**src/hdl/glm_pkg.sv**
```systemverilog
// Shared types and constants for the gated nearest-landmark association block.
`default_nettype none

package glm_pkg;

  // Fixed field widths
  localparam int unsigned POS_W      = 20;
  localparam int unsigned CONF_W     = 16;
  localparam int unsigned GATE_W     = 19;
  localparam int unsigned GATE2_W    = 2 * GATE_W;
  localparam int unsigned DIFF_W     = POS_W + 1;
  localparam int unsigned D2_W       = 2 * DIFF_W;
  localparam int unsigned OP_W       = 2;
  localparam int unsigned STATUS_W   = 2;
  localparam int unsigned IDX_OUT_W  = 8;
  localparam int unsigned CFG_IDX_W  = 8;
  localparam int unsigned CFG_DATA_W = 32;

  // Register reset values
  localparam logic [GATE_W-1:0]  ASSOC_GATE_RST = GATE_W'(512);
  localparam logic [CONF_W-1:0]  CONF_GATE_RST  = CONF_W'(32768);
  localparam logic [GATE2_W-1:0] GATE2_RST      = GATE2_W'(262144);

  typedef enum logic [OP_W-1:0] {
    OP_CLEAR  = 2'd0,
    OP_APPEND = 2'd1,
    OP_ASSOC  = 2'd2
  } op_e;

  typedef enum logic [STATUS_W-1:0] {
    ST_NOT_ASSESSED = 2'd0,
    ST_NEW          = 2'd1,
    ST_MATCHED      = 2'd2
  } status_e;

  typedef enum logic [CFG_IDX_W-1:0] {
    CFG_ASSOC_GATE = 8'd0,
    CFG_CONF_GATE  = 8'd1
  } cfg_reg_e;

  // One landmark or observation position
  typedef struct packed {
    logic signed [POS_W-1:0] x;
    logic signed [POS_W-1:0] y;
  } pos_t;

  // Gate settings handed from the register bank to the datapath
  typedef struct packed {
    logic [GATE2_W-1:0] gate2;
    logic [CONF_W-1:0]  conf_gate;
  } cfg_t;

endpackage

`default_nettype wire

```
**src/hdl/glm_dist.sv**
```systemverilog
// Squared-distance pipeline: difference stage, square stage, then the sum.
`default_nettype none

module glm_dist #(
  parameter int unsigned IdxW = 8
) (
  input  wire logic                        clk_i,
  input  wire logic                        rst_ni,
  input  wire logic                        vld_i,
  input  wire logic [IdxW-1:0]             idx_i,
  input  wire glm_pkg::pos_t               obs_i,
  input  wire glm_pkg::pos_t               lm_i,
  output logic                             vld_o,
  output logic [IdxW-1:0]                  idx_o,
  output logic [glm_pkg::D2_W-1:0]         d2_o,
  output logic                             busy_o
);

  logic                               s1_vld_q, s2_vld_q;
  logic [IdxW-1:0]                    s1_idx_q, s2_idx_q;
  logic signed [glm_pkg::DIFF_W-1:0]  dx_q, dy_q;
  logic signed [glm_pkg::D2_W-1:0]    sqx_q, sqy_q;

  // Hold valid flags of both stages
  always_ff @(posedge clk_i or negedge rst_ni) begin
    if (!rst_ni) begin
      s1_vld_q <= 1'b0;
      s2_vld_q <= 1'b0;
    end else begin
      s1_vld_q <= vld_i;
      s2_vld_q <= s1_vld_q;
    end
  end

  // Stage 1: coordinate differences
  always_ff @(posedge clk_i) begin
    s1_idx_q <= idx_i;
    dx_q     <= glm_pkg::DIFF_W'(obs_i.x) - glm_pkg::DIFF_W'(lm_i.x);
    dy_q     <= glm_pkg::DIFF_W'(obs_i.y) - glm_pkg::DIFF_W'(lm_i.y);
  end

  // Stage 2: squares
  always_ff @(posedge clk_i) begin
    s2_idx_q <= s1_idx_q;
    sqx_q    <= glm_pkg::D2_W'(dx_q) * glm_pkg::D2_W'(dx_q);
    sqy_q    <= glm_pkg::D2_W'(dy_q) * glm_pkg::D2_W'(dy_q);
  end

  // Sum is non-negative and fits without overflow
  assign d2_o   = unsigned'(sqx_q) + unsigned'(sqy_q);
  assign vld_o  = s2_vld_q;
  assign idx_o  = s2_idx_q;
  assign busy_o = s1_vld_q | s2_vld_q;

endmodule

`default_nettype wire

```
**config.mk**
```make
export PLATFORM = sky130hd
export DESIGN_NAME = glm_dist
export DESIGN_NICKNAME = d
export VERILOG_FILES = /design/src/hdl/glm_pkg.sv /design/src/hdl/glm_dist.sv
export SDC_FILE = /design/constraint.sdc
export NUM_CORES = 2
export LEC_CHECK = 0
export ABC_AREA = 1
export BUFFER_PORTS_ARGS = -buffer_cell sky130_fd_sc_hd__clkbuf_2
export CAP_MARGIN = 40
export CELL_PAD_IN_SITES_DETAIL_PLACEMENT = 1
export CELL_PAD_IN_SITES_GLOBAL_PLACEMENT = 1
export CORE_MARGIN = 1.5
export CORE_UTILIZATION = 25
export DETAILED_ROUTE_END_ITERATION = 8
export GPL_ROUTABILITY_DRIVEN = 0
export PLACE_DENSITY_LB_ADDON = 0.3
export SETUP_SLACK_MARGIN = 0.5
export SLEW_MARGIN = 20
export SYNTH_ARGS = -nofsm -noshare
export SYNTH_HDL_FRONTEND = slang
export SYNTH_SLANG_ARGS = --single-unit
```
**constraint.sdc**
```tcl
create_clock -name clk_i -period 9.75 [get_ports clk_i]
set_clock_uncertainty 0.1 [all_clocks]
set_input_delay 1.4625 -clock clk_i [delete_from_list [all_inputs] [get_ports clk_i]]
set_output_delay 1.4625 -clock clk_i [all_outputs]
set_load 0.01 [all_outputs]
```
==> impl_metrics.toml <==
[logic_synthesis]
netlist_top_cells_count = "inv_1 (1642), nand2_1 (1355), fa_1 (835)"
synth_seq_area_share_pct = 7.035
ys_ff_latch = 142
synth_xor_area_share_pct = 2.764
synth_top_family_by_area = "adder cells"
synth_edf_count = 0
async_flop_share_pct = 1.408
synth-compound-area-share_pct = 3.341
synth_adder_area_share_pct = 51.37
netlist-cell-type-count = 40
synth.top_cell.area_share_pct = 41.22
synth.area.top_cells = "fa_1 (41%), inv_1 (15%), nand2_1 (13%)"
synthMuxAreaShare_pct = 0.02777
syn-num-nets = 6591
synth.most_common_cell = "inv_1"
yosys.area.top_type = "fa_1"
synthCells = 5336
ys_warn_count = 0
synth-simple-area-share_pct = 19.40
ys_dominant_reg_cell = "dfxtp_1"
avgSynthCellArea_um2 = 7.600
netlist_area_um2 = 40550

[clock_tree]
cts_tree = "yes"
max-clock-path-buffers = 2
root_buffer = "clkbuf_16"
htreeDepth = 4
clk_transition_reported_paths_ns = 0.07
clock_latency_ns = 0.52
cts_hold_buf = 0
cts_sinks = 142
cts_setup_buffers = 0
cts_resized = 0
cts_made_buffers = 17

[floorplanning]
core-area_um2 = 160800
rows = 147
die_area_um2 = 164600
initial_core_util_pct = 25.23
die-width_um = 405.8
die_y_um = 405.8
ios = 143

[timing]
slew_viol_final = 0
maxSlewHeadroom_pct = 48.85
tightest_slew_ns = 0.7663
rsz0062_at_grt = "false"
hold_violations = 0
timing.fmax_ghz = 0.1430
fin_crit_sh_pct = 71.73
setup_viol = 0
finalSetupTns_ns = 0
fin_crit_ns = 6.993

[setup_path]
cp_num_cells = 22
reg2reg_depth = 22
slowest_delay_ns = 0.79
crit_path_cell_trace = "buf_4 > nand2_1 > fa_1 > inv_1 > fa_1 > inv_1 > fa_1 > inv_1 > fa_1 > inv_1 > fa_1 > inv_1 > fa_1 > fa_1 > ha_1 > nand2_2 > inv_1 > a21oi_1 > nand3_1 > nand2_1 > nand2_1 > xor2_1"
cp_num_buf_inv = 7
required_ns = 10.02
crit_fanout = 12
cp.arrival_ns = 7.26
start_kind = "register"
critPathKind = "reg2reg"
cpMostUsedCell = "fa_1"
end_kind = "register"
critPathTopFamily = "adder cells"
worst_path_max_delay_cell = "dfxtp_1"

[detailed_routing]
drt_wl_total_um = 120800
ant_nets = 0
vias = 31684
wire_per_inst_um = 15.85
drt_iter0_markers = 1181
viasPerCell = 4.156
firstDrtPassIters = 5
post-route-drc-count = 0

[placement]
numPortBuffers = 142
dp.final_hpwl_um = 108900

[cells_and_area]
drive_gt1_share_pct = 5.546
fin_nets = 6706
area.sequential_um2 = 2853
area_delta_synth_final_pct = 9.938
nFillCells = 19791
multi_input_area_um2 = 31190

[global_route]
grt_max_degree = 28
grt_usage_pct = 15.22
antenna_found_initial = 3
grt_pass1_wl_um = 196100
grt_pass1_vias = 35901
grt_overflow_total = 0

[outcome]
status = "completed"

[run]
drv_cap = 0

[min_path]
min_path_cells = 0
hold_class = "reg2reg"
==> layer usage <==
metal	global-route usage (%)	routed length, um
met5	0	0
met4	2.740	1329
met3	1.079	1614
met2	27.59	61620
met1	19.84	56270
==> flip-flops by register name (all words and copies together), names as in the netlist <==
name and count:
sqy_q 41, idx_o 8, dy_q 21, dx_q 21, vld_o 1, s1_idx_q 8
s1_vld_q 1, sqx_q 41
==> kinds of logic after synthesis <==
family                     Yosys count
buffers and inverters             1735
and+or+nand+nor                   1931
muxes                                1
adders and majority gates         1164
DFF                                142
AOI/OAI and AO/OA                  235
xor gates and xnor gates           128
==> cell usage in the layout, fill, tap and decap left out, types with 42 or more instances in the layout <==
cell type / n
fa_1: 835
nand4_1: 42
inv_1: 1642
nand3_1: 153
clkbuf_2: 142
dfxtp_1: 140
a21oi_1: 132
nand2_1: 1355
xor2_1: 103
ha_1: 329
nor2_1: 276
==> path summary, 6_finish.rpt <==
kind	slack, ns	end	from
setup / recovery	2.76	sqy_q[18]	dy_q[9]
hold / removal	0.23	idx_o[5]	s1_idx_q[5]
setup reg to reg	2.76	sqy_q[18]	dy_q[9]
hold reg to reg	0.23	idx_o[5]	s1_idx_q[5]
max in group asynchronous	8.83	vld_o	rst_ni
min in group asynchronous	0.61	s1_vld_q	rst_ni
==> area by class of cell <==
cell class / count / share of cell area (%)
Inverter: 1645 / 13.85
Clock buffer: 19 / 0.9935
Multi-Input combinational cell: 3459 / 69.95
Clock inverter: 12 / 0.3059
Antenna cell: 1 / 0.005613
Timing Repair Buffer: 186 / 2.430
Tap cell: 2160 / 6.062
Sequential cell: 142 / 6.399
==> metrics by stage <==
stage                     cell area [um^2]  hold WS [ns]  utilization [%]  instances  setup slack (ns)
after floorplan                      40550        0.2096                -       5336             3.276
after global placement               43930        0.2096            27.33       7588             2.798
after detailed placement             43990        0.2135            27.36       7591             2.640
after CTS                            44570        0.2319            27.72       7622             2.617
after global routing                 44580        0.2399            27.73       7624             2.346
final                                44580        0.2292            27.73       7624             2.757
Power is not shown: default switching activity piles up to over one toggle a cycle in this logic, so the estimate is an artifact.
