[config.mk]
export PLATFORM = sky130hd
export DESIGN_NAME = glm_cfg_flat
export DESIGN_NICKNAME = d
export VERILOG_FILES = /design/src/hdl/glm_pkg.sv /design/src/hdl/glm_if.sv /design/src/hdl/glm_cfg.sv /design/src/flat_wrapper.sv
export SDC_FILE = /design/constraint.sdc
export NUM_CORES = 1
export LEC_CHECK = 0
export ABC_AREA = 1
export BUFFER_PORTS_ARGS = -buffer_cell sky130_fd_sc_hd__buf_2
export CAP_MARGIN = 25
export CORE_ASPECT_RATIO = 0.9
export CORE_MARGIN = 5
export CORE_UTILIZATION = 60
export DETAILED_ROUTE_END_ITERATION = 8
export GPL_ROUTABILITY_DRIVEN = 0
export PLACE_DENSITY = 0.8
export RECOVER_POWER = 25
export SYNTH_ARGS = -nofsm -noshare
export SYNTH_HDL_FRONTEND = slang
export SYNTH_SLANG_ARGS = --single-unit
[constraint.sdc]
create_clock -name clk_i -period 7.73 [get_ports clk_i]
set_input_delay 0 -clock clk_i [delete_from_list [all_inputs] [get_ports clk_i]]
set_output_delay 0 -clock clk_i [all_outputs]
set_load 0.02 [all_outputs]
[src/hdl/glm_pkg.sv]
// Shared types and constants for the gated nearest-landmark association block.
`default_nettype none

package glm_pkg;

  // Fixed field widths
  localparam int unsigned POS_W      = 20;
  localparam int unsigned CONF_W     = 16;
  localparam int unsigned GATE_W     = 19;
  localparam int unsigned GATE2_W    = 2 * GATE_W;
  localparam int unsigned DIFF_W     = POS_W + 1;
  localparam int unsigned D2_W       = 2 * DIFF_W;
  localparam int unsigned OP_W       = 2;
  localparam int unsigned STATUS_W   = 2;
  localparam int unsigned IDX_OUT_W  = 8;
  localparam int unsigned CFG_IDX_W  = 8;
  localparam int unsigned CFG_DATA_W = 32;

  // Register reset values
  localparam logic [GATE_W-1:0]  ASSOC_GATE_RST = GATE_W'(512);
  localparam logic [CONF_W-1:0]  CONF_GATE_RST  = CONF_W'(32768);
  localparam logic [GATE2_W-1:0] GATE2_RST      = GATE2_W'(262144);

  typedef enum logic [OP_W-1:0] {
    OP_CLEAR  = 2'd0,
    OP_APPEND = 2'd1,
    OP_ASSOC  = 2'd2
  } op_e;

  typedef enum logic [STATUS_W-1:0] {
    ST_NOT_ASSESSED = 2'd0,
    ST_NEW          = 2'd1,
    ST_MATCHED      = 2'd2
  } status_e;

  typedef enum logic [CFG_IDX_W-1:0] {
    CFG_ASSOC_GATE = 8'd0,
    CFG_CONF_GATE  = 8'd1
  } cfg_reg_e;

  // One landmark or observation position
  typedef struct packed {
    logic signed [POS_W-1:0] x;
    logic signed [POS_W-1:0] y;
  } pos_t;

  // Gate settings handed from the register bank to the datapath
  typedef struct packed {
    logic [GATE2_W-1:0] gate2;
    logic [CONF_W-1:0]  conf_gate;
  } cfg_t;

endpackage

`default_nettype wire

[src/hdl/glm_if.sv]
// Handshake channels: input items, result items and register writes.
`default_nettype none


interface glm_cfg_if;
  logic                             valid;
  logic                             ready;
  logic [glm_pkg::CFG_IDX_W-1:0]    index;
  logic [glm_pkg::CFG_DATA_W-1:0]   data;

  modport source (output valid, index, data, input ready);
  modport sink   (input valid, index, data, output ready);
endinterface

`default_nettype wire

[src/hdl/glm_cfg.sv]
// Register bank for the two gates, with the squared association gate kept ready.
`default_nettype none

module glm_cfg (
  input  wire logic      clk_i,
  input  wire logic      rst_ni,
  glm_cfg_if.sink        cfg_i,
  output glm_pkg::cfg_t  cfg_o
);

  logic [glm_pkg::GATE_W-1:0]  assoc_gate_q;
  logic [glm_pkg::CONF_W-1:0]  conf_gate_q;
  logic [glm_pkg::GATE2_W-1:0] gate2_q;

  assign cfg_i.ready = 1'b1;

  // Take register writes; unknown indexes are dropped
  always_ff @(posedge clk_i or negedge rst_ni) begin
    if (!rst_ni) begin
      assoc_gate_q <= glm_pkg::ASSOC_GATE_RST;
      conf_gate_q  <= glm_pkg::CONF_GATE_RST;
    end else if (cfg_i.valid) begin
      unique case (cfg_i.index)
        glm_pkg::CFG_ASSOC_GATE: assoc_gate_q <= cfg_i.data[glm_pkg::GATE_W-1:0];
        glm_pkg::CFG_CONF_GATE:  conf_gate_q  <= cfg_i.data[glm_pkg::CONF_W-1:0];
        default: ;
      endcase
    end
  end

  // Keep the squared gate in a register, so the decision compares squared values
  always_ff @(posedge clk_i or negedge rst_ni) begin
    if (!rst_ni) begin
      gate2_q <= glm_pkg::GATE2_RST;
    end else begin
      gate2_q <= glm_pkg::GATE2_W'(assoc_gate_q) * glm_pkg::GATE2_W'(assoc_gate_q);
    end
  end

  assign cfg_o.gate2     = gate2_q;
  assign cfg_o.conf_gate = conf_gate_q;

endmodule

`default_nettype wire

[src/flat_wrapper.sv]
// flat-port wrapper written by rule: the top's interface ports become plain ports
module glm_cfg_flat 
  (clk_i, rst_ni, cfg_o, cfg_i_valid, cfg_i_index, cfg_i_data, cfg_i_ready);
  glm_cfg_if cfg_i_i ();
  input  wire logic clk_i;
  input  wire logic rst_ni;
  output glm_pkg::cfg_t cfg_o;
  input wire logic [$bits(cfg_i_i.valid)-1:0] cfg_i_valid;
  input wire logic [$bits(cfg_i_i.index)-1:0] cfg_i_index;
  input wire logic [$bits(cfg_i_i.data)-1:0] cfg_i_data;
  output wire logic [$bits(cfg_i_i.ready)-1:0] cfg_i_ready;
  assign cfg_i_i.valid = cfg_i_valid;
  assign cfg_i_i.index = cfg_i_index;
  assign cfg_i_i.data = cfg_i_data;
  assign cfg_i_ready = cfg_i_i.ready;
  glm_cfg u_core (.clk_i(clk_i), .rst_ni(rst_ni), .cfg_i(cfg_i_i), .cfg_o(cfg_o));
endmodule
==> impl_metrics.csv <==
group,metric,value,unit
sta,worst_slack,1.56,ns
yosys,synth.yosys.seq_area_share,0.136,
placed_design,placed_cell_area,13800,um^2
floorplan,die_w,167,um
power_and_ir_drop,pwr-share-comb,0.317,
clock_network,clk-insertion-delay-late,0.36,ns
detailed_routing,initialDrtViolationCount,730,
setup_path,arrival,6.42,ns
clock_network,cts_tree,"yes",
sta,final-setup-viol-count,0,
detailed_routing,ant_nets,0,
yosys,yosys.area_share.adder,0.491,
floorplan,core,21700,um^2
power_and_ir_drop,switchingPower,0.000512,W
layout,drive_gt1_frac,0.0895,
clock_network,path_clk_slew,0.07,ns
layout,fin_nets,2096,
yosys,syn_inst,1613,
yosys,synth-xor-area-share,0.0185,
sta,timing.slew.headroom,-1.06,
yosys,synthSimpleGateAreaFrac,0.149,
power_and_ir_drop,intPower,0.000921,W
status,violations,"capacitance limit, slew limit",
power_and_ir_drop,p_seq_frac,0.324,
yosys,synth_edf_count,0,
yosys,ys_ff_latch,72,
yosys,yosys_warnings,0,
setup_path,path_class,"reg2reg",
layout,syn_to_final_growth,8.62,%
detailed_routing,drc,0,
sta,fin_worst_skew,0.0128,ns
yosys,syn_area,13300,um^2
placed_design,pre_cts_slack,1.75,ns
setup_path,regToRegStartpoint,"u_core.assoc_gate_q[7]$_DFFE_PN0P_",
global_route,antenna_found_initial,0,
clock_network,h-tree-depth,3,
setup_path,crit_fanout,21,
detailed_routing,routed_wl,30300,um
global_route,grt_pass1_wl,52200,um
yosys,ys.flop_type,"dfrtp_1",
sta,timing.hold.ws,0.0209,ns
clock_network,post_cts_resized,0,
setup_path,cp-start-kind,"register",
detailed_routing,first_pass_iters,7,
clock_network,cts_buffers,9,
floorplan,io-pin-count,98,
yosys,yosys.area.top_type_share,0.376,
placed_design,place_hpwl,24000,um
hold_path,worstHoldStart,"cfg_i_data[15]",
setup_path,r2r_cells,21,
yosys,synth-compound-area-share,0.0457,
global_route,grt.total_usage,0.258,
yosys,synth.net_count,2027,
setup_path,regToRegSetupSlack,1.56,ns
sta,fin_setup_tns,0,ns
global_route,grt-ovfl-total,0,
hold_path,min_path_type,"in2reg",
detailed_routing,wl_per_cell,15.3,um
floorplan,rows,51,
setup_path,cp-end-kind,"register",
detailed_routing,viasPerCell,5.11,
hold_path,hold_end,"u_core.assoc_gate_q[15]$_DFFE_PN0P_",
power_and_ir_drop,fin_total_pwr,0.00143,W
yosys,syn_area_per_cell,8.21,um^2
sta,grt_setup_unrepaired,"no",
yosys,synth_cell_types,37,
sta,finalCriticalPeriod,6.17,ns
yosys,async_flop_share,1.00,
global_route,grt_max_degree,73,
setup_path,r2r_end,"u_core.gate2_q[34]$_DFF_PN0_",
yosys,synthTopCellsByArea,"fa_1 38%, inv_1 14%, dfrtp_1 13%, ha_1 12%, nand2_1 10%",
setup_path,critPathRequiredTime,7.98,ns
floorplan,die_h,151,um
global_route,grt_pass1_vias,11000,
sta,hold_viol_final,0,
placed_design,numPortBuffers,82,
flow_run,max_cap_violations,1,
sta,maxSlewViolCount,55,
layout,num_antenna_cells,0,
clock_network,clock_path_buffers,2,
sta,fmax,162,MHz
power_and_ir_drop,peakVddDrop,0.0915,mV
power_and_ir_drop,p_sw_frac,0.357,
yosys,synth_commonest_cells,"502 x inv_1, 362 x nand2_1, 249 x fa_1",
floorplan,dieArea,25200,um^2
detailed_routing,vias,10100,
layout,final_area,14400,um^2
hold_path,min_path_cells,3,
yosys,yosysMostFrequentCell,"inv_1",
yosys,post-synth-top-area-cell,"fa_1",
clock_network,cts_root_buf,"clkbuf_16",
sta,fin_crit_sh,0.799,
yosys,yosys-mux-area-fraction,0,
status,outcome,"complete, but fails checks",
power_and_ir_drop,power_frac_clock,0.359,
power_and_ir_drop,p_leak,9.21,nW
power_and_ir_drop,powerDensity,99.5,nW/um^2
floorplan,start_util,0.611,
sta,tightest_slew,3.09,ns
clock_network,clkSinkCount,72,
yosys,synth_top_family_by_area,"adder cells",
-- flip-flops by register name, indices dropped and copies added (netlist names) --
name,count
u_core.assoc_gate_q,19
u_core.conf_gate_q,16
u_core.gate2_q,37
-- cell usage in the layout, fill, tap and decap left out, types with 3 or more instances in the layout --
| master | n |
|---|---|
| inv_1 | 502 |
| nand2_1 | 362 |
| fa_1 | 249 |
| ha_1 | 122 |
| buf_2 | 81 |
| dfrtp_1 | 69 |
| nor2_1 | 51 |
| a21oi_1 | 37 |
| o21ai_0 | 25 |
| nand3_1 | 23 |
| xor2_1 | 22 |
| nand2_2 | 20 |
| o21ai_1 | 19 |
| dlygate4sd3_1 | 19 |
| clkbuf_16 | 9 |
| o21ai_2 | 8 |
| a21o_1 | 7 |
| xnor2_1 | 6 |
| nor2_2 | 6 |
| nor3_1 | 6 |
| o21bai_1 | 5 |
| nand4_1 | 4 |
| buf_4 | 4 |
| a21oi_2 | 3 |
| bufinv_16 | 3 |
| dfstp_2 | 3 |
-- metrics by stage --
stage           util  cells
3_3_place_gp   0.638   1942
4_1_cts        0.663   1977
2_1_floorplan      -   1613
5_1_grt        0.663   1978
3_5_place_dp   0.638   1942
6_report       0.663   1978
-- cell families (layout without fill, tap and decap cells) --
kind of cell	after synthesis	count (layout)
xor+xnor	28	28
buf+inv	552	626
fa+ha+maj	371	371
other cells	2	2
simple gates	482	482
compound gates	106	106
flops	72	72
-- per-layer routing --
layer | vias up | part of all wire | track usage
met1 | 4961 | 0.39 | 0.317
met4 | 0 | 0.024 | 0.0712
li1 | 4732 | - | -
met3 | 62 | 0.072 | 0.0506
met2 | 358 | 0.52 | 0.471
met5 | - | 0 | 0
-- worst max path at each step --
stage,start,end,slack (ns),cells after the start
3_5_place_dp,u_core.assoc_gate_q[7]$_DFFE_PN0P_,u_core.gate2_q[37]$_DFF_PN0_,1.75,23
4_1_cts,u_core.assoc_gate_q[7]$_DFFE_PN0P_,u_core.gate2_q[34]$_DFF_PN0_,1.63,21
5_1_grt,u_core.assoc_gate_q[7]$_DFFE_PN0P_,u_core.gate2_q[34]$_DFF_PN0_,1.28,21
6_report,u_core.assoc_gate_q[7]$_DFFE_PN0P_,u_core.gate2_q[34]$_DFF_PN0_,1.56,21
2_1_floorplan,u_core.assoc_gate_q[9]$_DFFE_PN1P_,u_core.gate2_q[33]$_DFF_PN0_,2.19,26
3_3_place_gp,u_core.assoc_gate_q[7]$_DFFE_PN0P_,u_core.gate2_q[34]$_DFF_PN0_,1.79,21
-- power by group through the flow --
| stage | Sequential [W] | Clock, W | Combinational (W) |
|---|---|---|---|
| final | 0.000465 | 0.000514 | 0.000454 |
| after global routing | 0.000470 | 0.000539 | 0.000513 |
| after CTS | 0.000464 | 0.000521 | 0.000459 |
| after detailed placement | 0.000470 | 0 | 0.000445 |
| after global placement | 0.000469 | 0 | 0.000429 |
| after floorplan | 0.000486 | 0 | 0.000278 |
-- worst max-delay path, stage by stage, from the launching register on --
cell	delay, ns
dfrtp_1	1.04
nand2_1	0.27
fa_1	0.60
inv_1	0.05
fa_1	0.50
inv_1	0.06
fa_1	0.52
inv_1	0.05
fa_1	0.45
fa_1	0.52
inv_1	0.06
fa_1	0.51
inv_1	0.06
ha_1	0.34
a21oi_1	0.25
o21ai_0	0.19
a21oi_1	0.20
nand2_2	0.11
nand2_1	0.12
nand2_1	0.06
nand2_1	0.06
nand2_1	0.06
-- cell type report --
type / instances / area [um^2]
clock buffers: 11 / 253
clock inverters: 5 / 103
fillers: 1733 / 7300
inverters: 504 / 1890
multi-input cells: 989 / 9340
flip-flops and latches: 72 / 1810
well taps: 291 / 364
repair buffers: 106 / 633
-- timing repair --
| item | 4_1_cts | 5_1_grt |
|---|---|---|
| endpoints found under the hold margin | 102 | 0 |
| hold buffers | 19 | 0 |
| buffers inserted | 0 | 0 |
Power figures use the tool's default switching activity.
